<file path="config.mk">
export PLATFORM = sky130hd
export DESIGN_NAME = one_wire_bus_master
export DESIGN_NICKNAME = d
export VERILOG_FILES = /design/src/sv/owbm_pkg.sv /design/src/sv/owbm_csr.sv /design/src/sv/owbm_step.sv /design/src/sv/one_wire_bus_master.sv
export SDC_FILE = /design/constraint.sdc
export NUM_CORES = 1
export LEC_CHECK = 0
export BUFFER_PORTS_ARGS = -buffer_cell sky130_fd_sc_hd__buf_2
export CORE_MARGIN = 1.5
export CORE_UTILIZATION = 45
export CTS_CLUSTER_DIAMETER = 40
export DETAILED_ROUTE_END_ITERATION = 10
export PLACE_DENSITY = 0.59
export SLEW_MARGIN = 20
export SYNTH_ARGS = -nofsm -noshare
export SYNTH_HDL_FRONTEND = slang
export SYNTH_SLANG_ARGS = --single-unit
</file>
<file path="constraint.sdc">
create_clock -name clock -period 3.9 [get_ports clock]
set_clock_uncertainty 0.05 [all_clocks]
set_input_delay 0.195 -clock clock [delete_from_list [all_inputs] [get_ports clock]]
set_output_delay 0.195 -clock clock [all_outputs]
set_load 0.02 [all_outputs]
</file>
<file path="src/sv/owbm_pkg.sv">
`timescale 1ns / 1ps
`default_nettype none
// ----------------------------------------------------------------------------
// owbm_pkg
// Types, register indexes and helpers shared by the 1-Wire bus master.
// ----------------------------------------------------------------------------
package owbm_pkg;

   localparam int BITS_PER_BYTE = 8;
   localparam int TIMER_WIDTH   = 10;
   localparam int CSR_WIDTH     = 10;
   localparam int CSR_IDX_WIDTH = 3;

   // Register indexes of the configuration port.
   localparam logic [CSR_IDX_WIDTH-1:0] REG_RESET_LOW     = 3'd0;
   localparam logic [CSR_IDX_WIDTH-1:0] REG_PRESENCE_WAIT = 3'd1;
   localparam logic [CSR_IDX_WIDTH-1:0] REG_RESET_RECOVER = 3'd2;
   localparam logic [CSR_IDX_WIDTH-1:0] REG_SHORT_LOW     = 3'd3;
   localparam logic [CSR_IDX_WIDTH-1:0] REG_SLOT          = 3'd4;
   localparam logic [CSR_IDX_WIDTH-1:0] REG_READ_LOW      = 3'd5;
   localparam logic [CSR_IDX_WIDTH-1:0] REG_READ_RECOVER  = 3'd6;

   // Command opcodes.
   localparam logic [1:0] OP_RESET = 2'd0;
   localparam logic [1:0] OP_WRITE = 2'd1;
   localparam logic [1:0] OP_READ  = 2'd2;

   typedef struct packed {
      logic                  cmd_valid;
      logic [1:0]            opcode;
      logic [7:0]            write_data;
      logic                  line_level;
   } owbm_req_type;

   typedef struct packed {
      logic                  drive_low;
      logic                  busy_res;
      logic                  done_res;
      logic [7:0]            read_byte;
      logic                  presence_absent;
   } owbm_rsp_type;

   typedef struct packed {
      logic [CSR_WIDTH-1:0]  reset_low_time;
      logic [CSR_WIDTH-1:0]  presence_wait_time;
      logic [CSR_WIDTH-1:0]  reset_recover_time;
      logic [CSR_WIDTH-1:0]  short_low_time;
      logic [CSR_WIDTH-1:0]  slot_time;
      logic [CSR_WIDTH-1:0]  read_low_time;
      logic [CSR_WIDTH-1:0]  read_recover_time;
   } owbm_cfg_type;

   // Timer load for a phase of the given length; a zero length counts as one tick.
   function automatic logic [TIMER_WIDTH-1:0] load_of(input logic [CSR_WIDTH-1:0] len);
      logic [CSR_WIDTH-1:0] dec;
      dec = (len == '0) ? '0 : len - CSR_WIDTH'(1);
      return TIMER_WIDTH'(dec);
   endfunction

endpackage
`default_nettype wire

</file>
<file path="src/sv/owbm_csr.sv">
`timescale 1ns / 1ps
`default_nettype none
// ----------------------------------------------------------------------------
// owbm_csr
// Timing registers of the bus master, written through a plain write port.
// ----------------------------------------------------------------------------
module owbm_csr (
   input  wire logic                             clock,
   input  wire logic                             reset,
   input  wire logic                             csr_we,
   input  wire logic [owbm_pkg::CSR_IDX_WIDTH-1:0] csr_index,
   input  wire logic [owbm_pkg::CSR_WIDTH-1:0]   csr_wdata,
   output owbm_pkg::owbm_cfg_type                cfg
);
   import owbm_pkg::*;

   owbm_cfg_type cfg_ff;
   owbm_cfg_type cfg_in;

   always_comb begin
      cfg_in = cfg_ff;
      if (csr_we) begin
         case (csr_index)
            REG_RESET_LOW:     cfg_in.reset_low_time     = csr_wdata;
            REG_PRESENCE_WAIT: cfg_in.presence_wait_time = csr_wdata;
            REG_RESET_RECOVER: cfg_in.reset_recover_time = csr_wdata;
            REG_SHORT_LOW:     cfg_in.short_low_time     = csr_wdata;
            REG_SLOT:          cfg_in.slot_time          = csr_wdata;
            REG_READ_LOW:      cfg_in.read_low_time      = csr_wdata;
            REG_READ_RECOVER:  cfg_in.read_recover_time  = csr_wdata;
            default:           cfg_in = cfg_ff;
         endcase
      end
   end

   always_ff @(posedge clock) begin
      if (reset) begin
         cfg_ff.reset_low_time     <= CSR_WIDTH'(480);
         cfg_ff.presence_wait_time <= CSR_WIDTH'(80);
         cfg_ff.reset_recover_time <= CSR_WIDTH'(400);
         cfg_ff.short_low_time     <= CSR_WIDTH'(1);
         cfg_ff.slot_time          <= CSR_WIDTH'(60);
         cfg_ff.read_low_time      <= CSR_WIDTH'(2);
         cfg_ff.read_recover_time  <= CSR_WIDTH'(60);
      end else begin
         cfg_ff <= cfg_in;
      end
   end

   assign cfg = cfg_ff;

endmodule
`default_nettype wire

</file>
<file path="src/sv/owbm_step.sv">
`timescale 1ns / 1ps
`default_nettype none
// ----------------------------------------------------------------------------
// owbm_step
// Bus phase sequencer: advances the bus state by one tick per step and
// forms the result of that tick from the new state.
// ----------------------------------------------------------------------------
module owbm_step (
   input  wire logic                   clock,
   input  wire logic                   reset,
   input  wire logic                   step_en,
   input  wire owbm_pkg::owbm_req_type item,
   input  wire owbm_pkg::owbm_cfg_type cfg,
   output owbm_pkg::owbm_rsp_type      result
);
   import owbm_pkg::*;

   localparam logic [2:0] PH_IDLE        = 3'd0;
   localparam logic [2:0] PH_RST_LOW     = 3'd1;
   localparam logic [2:0] PH_RST_WAIT    = 3'd2;
   localparam logic [2:0] PH_RST_RECOVER = 3'd3;
   localparam logic [2:0] PH_WR_LOW      = 3'd4;
   localparam logic [2:0] PH_WR_REST     = 3'd5;
   localparam logic [2:0] PH_RD_LOW      = 3'd6;
   localparam logic [2:0] PH_RD_RECOVER  = 3'd7;

   logic [2:0]             phase_ff,    phase_in;
   logic [TIMER_WIDTH-1:0] timer_ff,    timer_in;
   logic [2:0]             bit_idx_ff,  bit_idx_in;
   logic [7:0]             shift_ff,    shift_in;
   logic                   presence_ff, presence_in;
   logic [7:0]             last_rd_ff,  last_rd_in;
   logic                   done;

   always_comb begin
      phase_in    = phase_ff;
      timer_in    = timer_ff;
      bit_idx_in  = bit_idx_ff;
      shift_in    = shift_ff;
      presence_in = presence_ff;
      last_rd_in  = last_rd_ff;
      done        = 1'b0;
      if (phase_ff == PH_IDLE) begin
         if (item.cmd_valid) begin
            case (item.opcode)
               OP_RESET: begin
                  bit_idx_in = '0;
                  phase_in   = PH_RST_LOW;
                  timer_in   = load_of(cfg.reset_low_time);
               end
               OP_WRITE: begin
                  bit_idx_in = '0;
                  shift_in   = item.write_data;
                  phase_in   = PH_WR_LOW;
                  timer_in   = load_of(item.write_data[0] ? cfg.short_low_time
                                                          : cfg.slot_time);
               end
               OP_READ: begin
                  bit_idx_in = '0;
                  shift_in   = '0;
                  phase_in   = PH_RD_LOW;
                  timer_in   = load_of(cfg.read_low_time);
               end
               default: phase_in = PH_IDLE;
            endcase
         end
      end else if (timer_ff != '0) begin
         timer_in = timer_ff - TIMER_WIDTH'(1);
      end else begin
         case (phase_ff)
            PH_RST_LOW: begin
               phase_in = PH_RST_WAIT;
               timer_in = load_of(cfg.presence_wait_time);
            end
            PH_RST_WAIT: begin
               presence_in = item.line_level;
               phase_in    = PH_RST_RECOVER;
               timer_in    = load_of(cfg.reset_recover_time);
            end
            PH_RST_RECOVER: begin
               phase_in = PH_IDLE;
               done     = 1'b1;
            end
            PH_WR_LOW: begin
               // The release time mirrors the low time so every slot has equal length.
               phase_in = PH_WR_REST;
               timer_in = load_of(shift_ff[0] ? cfg.slot_time : cfg.short_low_time);
            end
            PH_WR_REST: begin
               if (bit_idx_ff == 3'(BITS_PER_BYTE - 1)) begin
                  phase_in = PH_IDLE;
                  done     = 1'b1;
               end else begin
                  bit_idx_in = bit_idx_ff + 3'd1;
                  shift_in   = {1'b0, shift_ff[7:1]};
                  phase_in   = PH_WR_LOW;
                  timer_in   = load_of(shift_ff[1] ? cfg.short_low_time : cfg.slot_time);
               end
            end
            PH_RD_LOW: begin
               shift_in = {item.line_level, shift_ff[7:1]};
               phase_in = PH_RD_RECOVER;
               timer_in = load_of(cfg.read_recover_time);
            end
            PH_RD_RECOVER: begin
               if (bit_idx_ff == 3'(BITS_PER_BYTE - 1)) begin
                  last_rd_in = shift_ff;
                  phase_in   = PH_IDLE;
                  done       = 1'b1;
               end else begin
                  bit_idx_in = bit_idx_ff + 3'd1;
                  phase_in   = PH_RD_LOW;
                  timer_in   = load_of(cfg.read_low_time);
               end
            end
            default: phase_in = PH_IDLE;
         endcase
      end
   end

   always_ff @(posedge clock) begin
      if (reset) begin
         phase_ff    <= PH_IDLE;
         timer_ff    <= '0;
         bit_idx_ff  <= '0;
         shift_ff    <= '0;
         presence_ff <= 1'b1;
         last_rd_ff  <= '0;
      end else if (step_en) begin
         phase_ff    <= phase_in;
         timer_ff    <= timer_in;
         bit_idx_ff  <= bit_idx_in;
         shift_ff    <= shift_in;
         presence_ff <= presence_in;
         last_rd_ff  <= last_rd_in;
      end
   end

   assign result.drive_low       = (phase_in == PH_RST_LOW) || (phase_in == PH_WR_LOW) ||
                                   (phase_in == PH_RD_LOW);
   assign result.busy_res        = (phase_in != PH_IDLE);
   assign result.done_res        = done;
   assign result.read_byte       = last_rd_in;
   assign result.presence_absent = presence_in;

   // Without a tick nothing in the sequencer may move.
   assert property (@(posedge clock) disable iff (reset)
      !step_en |=> $stable(phase_ff) && $stable(timer_ff) && $stable(shift_ff))
      else $error("sequencer state changed without a tick");

   // While the timer runs the phase holds.
   assert property (@(posedge clock) disable iff (reset)
      step_en && (phase_ff != PH_IDLE) && (timer_ff != '0) |=> phase_ff == $past(phase_ff))
      else $error("phase left before its timer expired");

   // An idle tick without a command keeps the block idle.
   assert property (@(posedge clock) disable iff (reset)
      step_en && (phase_ff == PH_IDLE) && !item.cmd_valid |=> phase_ff == PH_IDLE)
      else $error("block left idle without a command");

   // A completing tick always returns to idle.
   assert property (@(posedge clock) disable iff (reset)
      step_en && done |=> phase_ff == PH_IDLE)
      else $error("command completed but block is not idle");

endmodule
`default_nettype wire

</file>
<file path="src/sv/one_wire_bus_master.sv">
`timescale 1ns / 1ps
`default_nettype none
// ----------------------------------------------------------------------------
// one_wire_bus_master
// 1-Wire bus master stepped once per microsecond tick: bus reset with
// presence detect, byte write and byte read.
//
//   Channel  Ports                          Direction  Moves
//   request  req_valid/req_ready/req_data   in         one tick item
//   response rsp_valid/rsp_ready/rsp_data   out        one result per tick
//   csr      csr_we/csr_index/csr_wdata     in         timing register write
//
// Each tick item is registered on input, advanced through the phase
// sequencer and registered as a result; one transfer per cycle is sustained
// while the response is not stalled. Synchronous reset returns the bus idle
// with the timing registers at their defaults. A stalled response holds the
// sequencer and back-pressures the request side through the input register.
// ----------------------------------------------------------------------------
module one_wire_bus_master (
   input  wire logic                               clock,
   input  wire logic                               reset,
   input  wire logic                               req_valid,
   output      logic                               req_ready,
   input  wire owbm_pkg::owbm_req_type             req_data,
   output      logic                               rsp_valid,
   input  wire logic                               rsp_ready,
   output owbm_pkg::owbm_rsp_type                  rsp_data,
   input  wire logic                               csr_we,
   input  wire logic [owbm_pkg::CSR_IDX_WIDTH-1:0] csr_index,
   input  wire logic [owbm_pkg::CSR_WIDTH-1:0]     csr_wdata
);
   import owbm_pkg::*;

   logic         in_valid_ff;
   owbm_req_type in_data_ff;
   logic         rsp_valid_ff;
   owbm_rsp_type rsp_data_ff;
   owbm_rsp_type step_result;
   owbm_cfg_type cfg;
   logic         out_free;
   logic         step_en;

   assign out_free  = !rsp_valid_ff || rsp_ready;
   assign step_en   = in_valid_ff && out_free;
   assign req_ready = !in_valid_ff || out_free;

   owbm_csr u_csr (
      .clock     (clock),
      .reset     (reset),
      .csr_we    (csr_we),
      .csr_index (csr_index),
      .csr_wdata (csr_wdata),
      .cfg       (cfg)
   );

   owbm_step u_step (
      .clock   (clock),
      .reset   (reset),
      .step_en (step_en),
      .item    (in_data_ff),
      .cfg     (cfg),
      .result  (step_result)
   );

   always_ff @(posedge clock) begin
      if (reset) begin
         in_valid_ff  <= 1'b0;
         rsp_valid_ff <= 1'b0;
      end else begin
         if (req_ready) begin
            in_valid_ff <= req_valid;
         end
         if (out_free) begin
            rsp_valid_ff <= in_valid_ff;
         end
      end
   end

   always_ff @(posedge clock) begin
      if (req_valid && req_ready) begin
         in_data_ff <= req_data;
      end
      if (step_en) begin
         rsp_data_ff <= step_result;
      end
   end

   assign rsp_valid = rsp_valid_ff;
   assign rsp_data  = rsp_data_ff;

endmodule
`default_nettype wire
</file>
; ---- Yosys cells after proc, flatten, opt, wreduce, memory -nomap -nowiden
; Cells that the tools add are included.
[op_classes]
reduce_logical = 37
addsub = 10
muxes = 46
eq_ne = 28
[ops]
columns = op, n
row1 = 2-to-1 mux 10 bit, 16
row2 = subtractor 10 x 1 -> 10 bit (second input constant), 9
row3 = zero test 10 bit, 8
row4 = 2-to-1 mux 8 bit, 8
row5 = one-hot mux 10 bit (6 select lines), 1
row6 = 2-to-1 mux 3 bit, 11
row7 = one-hot mux 8 bit (2 select lines), 2
row8 = == test 3 bit (second input constant), 10
row9 = one-hot mux 10 bit (3 select lines), 1
row10 = one-hot mux 3 bit (6 select lines), 1
row11 = AND reduction 6 bit, 3
row12 = AND reduction 2 bit, 7
row13 = == test 3 x 2 -> 1 bit (second input constant), 4
row14 = nonzero test 10 bit, 1
row15 = == test 3 x 1 -> 1 bit (second input constant), 3
row16 = one-hot mux 3 bit (3 select lines), 1
row17 = != test 4 x 2 -> 1 bit (second input constant), 2
row18 = nonzero test 8 bit, 1
row19 = zero test 3 bit, 2
row20 = nonzero test 3 bit, 2
row21 = logical OR 1 bit, 4
row22 = 2-to-1 mux 1 bit, 4
row23 = != test 2 x 1 -> 1 bit (second input constant), 2
row24 = != test 2 bit (second input constant), 2
row25 = other kinds (13), 16
[word_totals]
inputBits = 30
regBits = 129
output_inout_bits = 14
word_cells = 145

; ---- Longest topological paths before layout
[depth]
word_depth = 8
ltp_mapped = 11
ltp_nobuf = 9

; ---- Cells and area by module
; Synthesis repeated with hierarchy kept, for this count alone.
[unflattened]
hier_cells = 928
area_unflattened_um2 = 8182.8
[modules_own_cells]
columns = module, seq_area_each_um2, cells_each, instances, area_per_inst_um2
row1 = owbm_step, 660.6, 631, 1, 4540.6
row2 = owbm_csr, 1401.3, 263, 1, 2817.7
row3 = one_wire_bus_master, 760.7, 34, 1, 824.5

; ---- Worst setup path after synthesis
; Ideal clock, no wire load.
[synth_path]
path_kind = register to register
startpoint = register u_step.shift_ff[0]
endpoint = register u_step.timer_ff[6]
setup_time_ns = 0.132
period_less_slack_ns = 2.811
slack_ns = 1.089
n_path_buf = 3
stages_incl_launch_ff = 12
arrival_time_ns = 2.629
t_required_ns = 3.718
cell_sequence = dfxtp_1 clkbuf_1 clkbuf_1 buf_2 mux2i_1 ha_1 nand2_1 or2_2 o211ai_2 a211oi_1 o41ai_2 a211oi_1
[synth_via]
elab_chain_len = 6
word_cells_on_any_way = 7
classes_between = add/sub: 1 / mux: 5 / reduce/logical: 1
[synth_rtl]
columns = item, line
row1 = from (decl), owbm_step.sv:30  ; logic [7:0] shift_ff, shift_in;
row2 = from (signal assigned), owbm_step.sv:133  ; shift_ff <= shift_in;
row3 = 2-to-1 mux 10 bit (*), owbm_step.sv:87  ; timer_in = load_of(shift_ff[0] ? cfg.slot_time : cfg.short_low_time);
row4 = subtractor 10 x 1 -> 10 bit or zero test 10 bit (tied branches), owbm_pkg.sv:56  ; dec = (len == '0) ? '0 : len - CSR_WIDTH'(1);
row5 = 2-to-1 mux 10 bit (*), owbm_pkg.sv:56
row6 = one-hot mux 10 bit (6 select lines) (*), owbm_step.sv:70  ; case (phase_ff)
row7 = 2-to-1 mux 10 bit (*), owbm_step.sv:67  ; end else if (timer_ff != '0) begin
row8 = 2-to-1 mux 10 bit (*), owbm_step.sv:43  ; if (phase_ff == PH_IDLE) begin
row9 = to (signal assigned), owbm_step.sv:131  ; timer_ff <= timer_in;
row10 = to (decl), owbm_step.sv:28  ; logic [TIMER_WIDTH-1:0] timer_ff, timer_in;
; Every way passes the cells marked *; elsewhere a longest branch is shown, timed or not.
; A chain may end at the register's enable or synchronous reset.

; ---- Final worst setup path
[layout_path]
startpoint = register u_step.shift_ff[0]
endpoint = register u_step.timer_ff[8]
; Same word-level chain as after synthesis.

==> summary.md <==
| Metric | Value |
|---|---|
| Synth top area cells | dfxtp_1 27%, nand2_1 9.5%, edfxtp_1 9.2% |
| H-tree lvl count | 4 |
| Peak fanout along the critical path | 23 |
| Final period utilization | around four fifths |
| Die height | roughly 130 µm |
| PD cells | between 400 and 500 nW/µm² |
| DRC violations left | 0 |
| Min Tclk post-route | ~3100 ps |
| Register area share after synthesis | 36.1% |
| Yosys warning count | 0 |
| Number of flops mapped to enable cells by yosys | 24 |
| Average cell area after synthesis | slightly below 8 µm² |
| Final core occ | between 50% and 60% |
| Vias in the first global route | about 6600 |
| Crit path required time | slightly above 4000 ps |
| Antenna diodes | 0 |
| Synth async-reset ratio | 0% |
| Unrepaired setup endpoints after global routing | no |
| Max incr delay on CP | 500 ps |
| Clk_lat worst skew | roughly 420 ps |
| Lkg Pwr | between 0.003 and 0.004 µW |
| Initial Utilization | 46.6% |
| Slew margin rel. | 46.2% |
| Detailed placement HPWL | around 17000 µm |
| Die Span X | around 130 µm |
| Element type at the critical path start | register |
| Layout net count | about 1100 |
| Mapped cell area | 7810 µm² |
| Crit path max-delay cell type | o211ai_2 |
| Placed instance area | 8170 µm² |
| Port Buffers | 43 |
| DR vias | about 7000 |
| Root Buffer | clkbuf_16 |
| WS Path Type | register to register |
| Most frequent cell after synthesis | nand2_1 |
| Status | finished clean |
| TritonCTS clock tree | done |
| Critical path, cell by cell | buf_4, mux2i_1, ha_1, nand2_1, or2_2, o211ai_2, a211oi_1, nor4_1, o32ai_1 |
| Global Route Usage Sum | approximately a quarter |
| Ports | between 40 and 50 |
| MaxCap Viol Count | 0 |
| Total wire length | 23200 µm |
| CTS buffer count | 17 |
| Cell row count | 47 |
| Gr ovfl total | 0 |
| Final setup TNS | 0 ps |
| DIE AREA | 18200 µm² |
| Setup-failing EPs final | 0 |
| Initial DRC Count | about 850 |
| TritonRoute pass-1 iters | 5 |
| Final count of pins violating max slew | 0 |
| Synth area leader | dfxtp_1 |
| Worst setup EP type | register |
| Path type of the worst min-delay path | input port to register |
| Fmax | about 320 MHz |
| Clock Sinks | about 130 |
| Top cell type's share of synthesized area | a little over a quarter |
| DR vias/cell | 5.75 |
| Antenna violations before repair | 0 |
| GP Congestion | between 0.9 and 1 |
| VDD IR max | slightly below 0.3 mV |
| Routed len/inst | approximately 19 µm |
| Dominant synthesized flop cell | dfxtp_1 |
| Layout cells sized above 1 | between 10% and 20% |
| Data arrival, critical path | roughly 3300 ps |
| Area growth syn-to-layout | 13.3% |
| Worst path bufs/invs | 1 |
| Post-cts resize count | 0 |
| Post-Synthesis Cells | 986 |
| Yosys cell types | just over 70 |
| Core area | ~17000 µm² |
| Clk pin slew, worst setup/hold paths | about 60 ps |
| Synth Net Count | roughly 1000 |
| Worst Max-Slew Pin Slew | approximately 810 ps |
| Post-synth top cells | 198 x nand2_1, 105 x dfxtp_1, 97 x a21oi_1, 91 x nor2_1, 36 x clkbuf_1 |
| Finished Cell Area | 8850 µm² |
| Final hold viol count | 0 |
| ANT nets after route | 0 |
| Yosys reg bits | between 100 and 150 |
| Delay-heaviest family, CP | simple AND/OR/NAND/NOR gates |
| Largest net degree at the start of global routing | around 110 |
| Deepest clock path buffer count | 2 |
| First-pass GRT wire length | approximately 37000 µm |
==> report_power, final <==
part | leakage, µW | total, µW | internal [µW] | switching [µW]
Clock | 0.000257 | 1480 | 870 | 611
Sequential | 0.00108 | 1480 | 1410 | 65.8
Combinational | 0.00182 | 605 | 228 | 378
==> cells by family (layout without fill, tap and decap cells) <==
group                      Yosys count  after routing  share of synthesized area [%]
AOI/OAI and AO/OA                  212            212                           17.5
xor gates and xnor gates            50             50                           5.61
adders and majority gates           15             15                           2.40
buffers and inverters               74            121                           3.99
DFF                                129            129                           36.1
muxes                               39             39                           5.41
and+or+nand+nor                    467            467                           28.9
==> worst min-delay path, cell delays in order <==
cell and delay (ps):
buf_2 80, nor2b_1 60, nor2_1 90, nor2_1 40
==> sequential cells by signal (all words and copies together), names as in the netlist <==
register            flops
in_data_ff             12
u_step.shift_ff         8
rsp_data               12
u_step.presence_ff      1
in_valid_ff             1
rsp_valid               1
u_step.phase_ff         3
u_step.timer_ff        10
u_step.last_rd_ff       8
u_step.bit_idx_ff       3
u_csr.cfg              70
==> layout by cell type, fill, tap and decap left out, drive strengths merged, types with 4 or more instances in the layout <==
master       count
clkinvlp         4
or2              6
and3             6
nand2          198
nor2b           11
clkbuf          18
inv             23
o31ai            6
nor3b           15
nand3           25
a211oi          19
o21ai           24
ha              15
and2             4
nor2            93
o221ai           9
xor2            17
mux2i           25
edfxtp          24
or3              7
nand2b          12
o22ai           15
o32ai            5
nor3            35
clkinv           8
mux2            13
a21oi           97
nor4            16
a211o            5
dlygate4sd3     13
nand3b          24
buf             54
xnor2           33
or4              7
a311oi           5
dfxtp          105
==> final cells by class <==
cell class,instances,area [µm²]
fillers,1625,7910
multi-input cells,783,4690
flip-flops and latches,129,2820
repair buffers,67,434
clock buffers,18,429
well taps,220,275
clock inverters,14,118
inverters,22,82.6
==> metrics by stage <==
stage / hold slack, ps / power (µW) / std cells / setup WS (ps)
2_1_floorplan: 244 / 1900 / 986 / 1090
3_3_place_gp: 321 / 2080 / 1208 / 807
3_5_place_dp: 323 / 2080 / 1208 / 794
4_1_cts: 27.3 / 3570 / 1253 / 777
5_1_grt: 54.9 / 3700 / 1253 / 560
6_report: 35.1 / 3560 / 1253 / 774
==> per-layer routing <==
metal | share of wire [%] | GRT usage (%) | vias up
li1 | - | - | 3586
met1 | 48 | 38.3 | 3369
met2 | 44 | 40.5 | 216
met3 | 5.4 | 4.05 | 33
met4 | 2.1 | 8.84 | 0
met5 | 0 | 0 | -
==> repair_timing <==
| item | in CTS | in global routing |
|---|---|---|
| hold endpoints to repair | 13 | 0 |
| buffers inserted | 0 | 0 |
| hold buffers | 13 | 0 |
==> final timing paths <==
| path | start | endpoint | slack (ps) | cells after the start |
|---|---|---|---|---|
| setup / recovery | u_step.shift_ff[0] | u_step.timer_ff[8] | 770 | 9 |
| hold / removal | rsp_ready | rsp_valid | 40 | 4 |
| setup reg to reg | u_step.shift_ff[0] | u_step.timer_ff[8] | 770 | 9 |
| hold reg to reg | u_step.last_rd_ff[2] | u_step.last_rd_ff[2] | 400 | 2 |
Note: power is estimated with default switching activity, not from simulation.
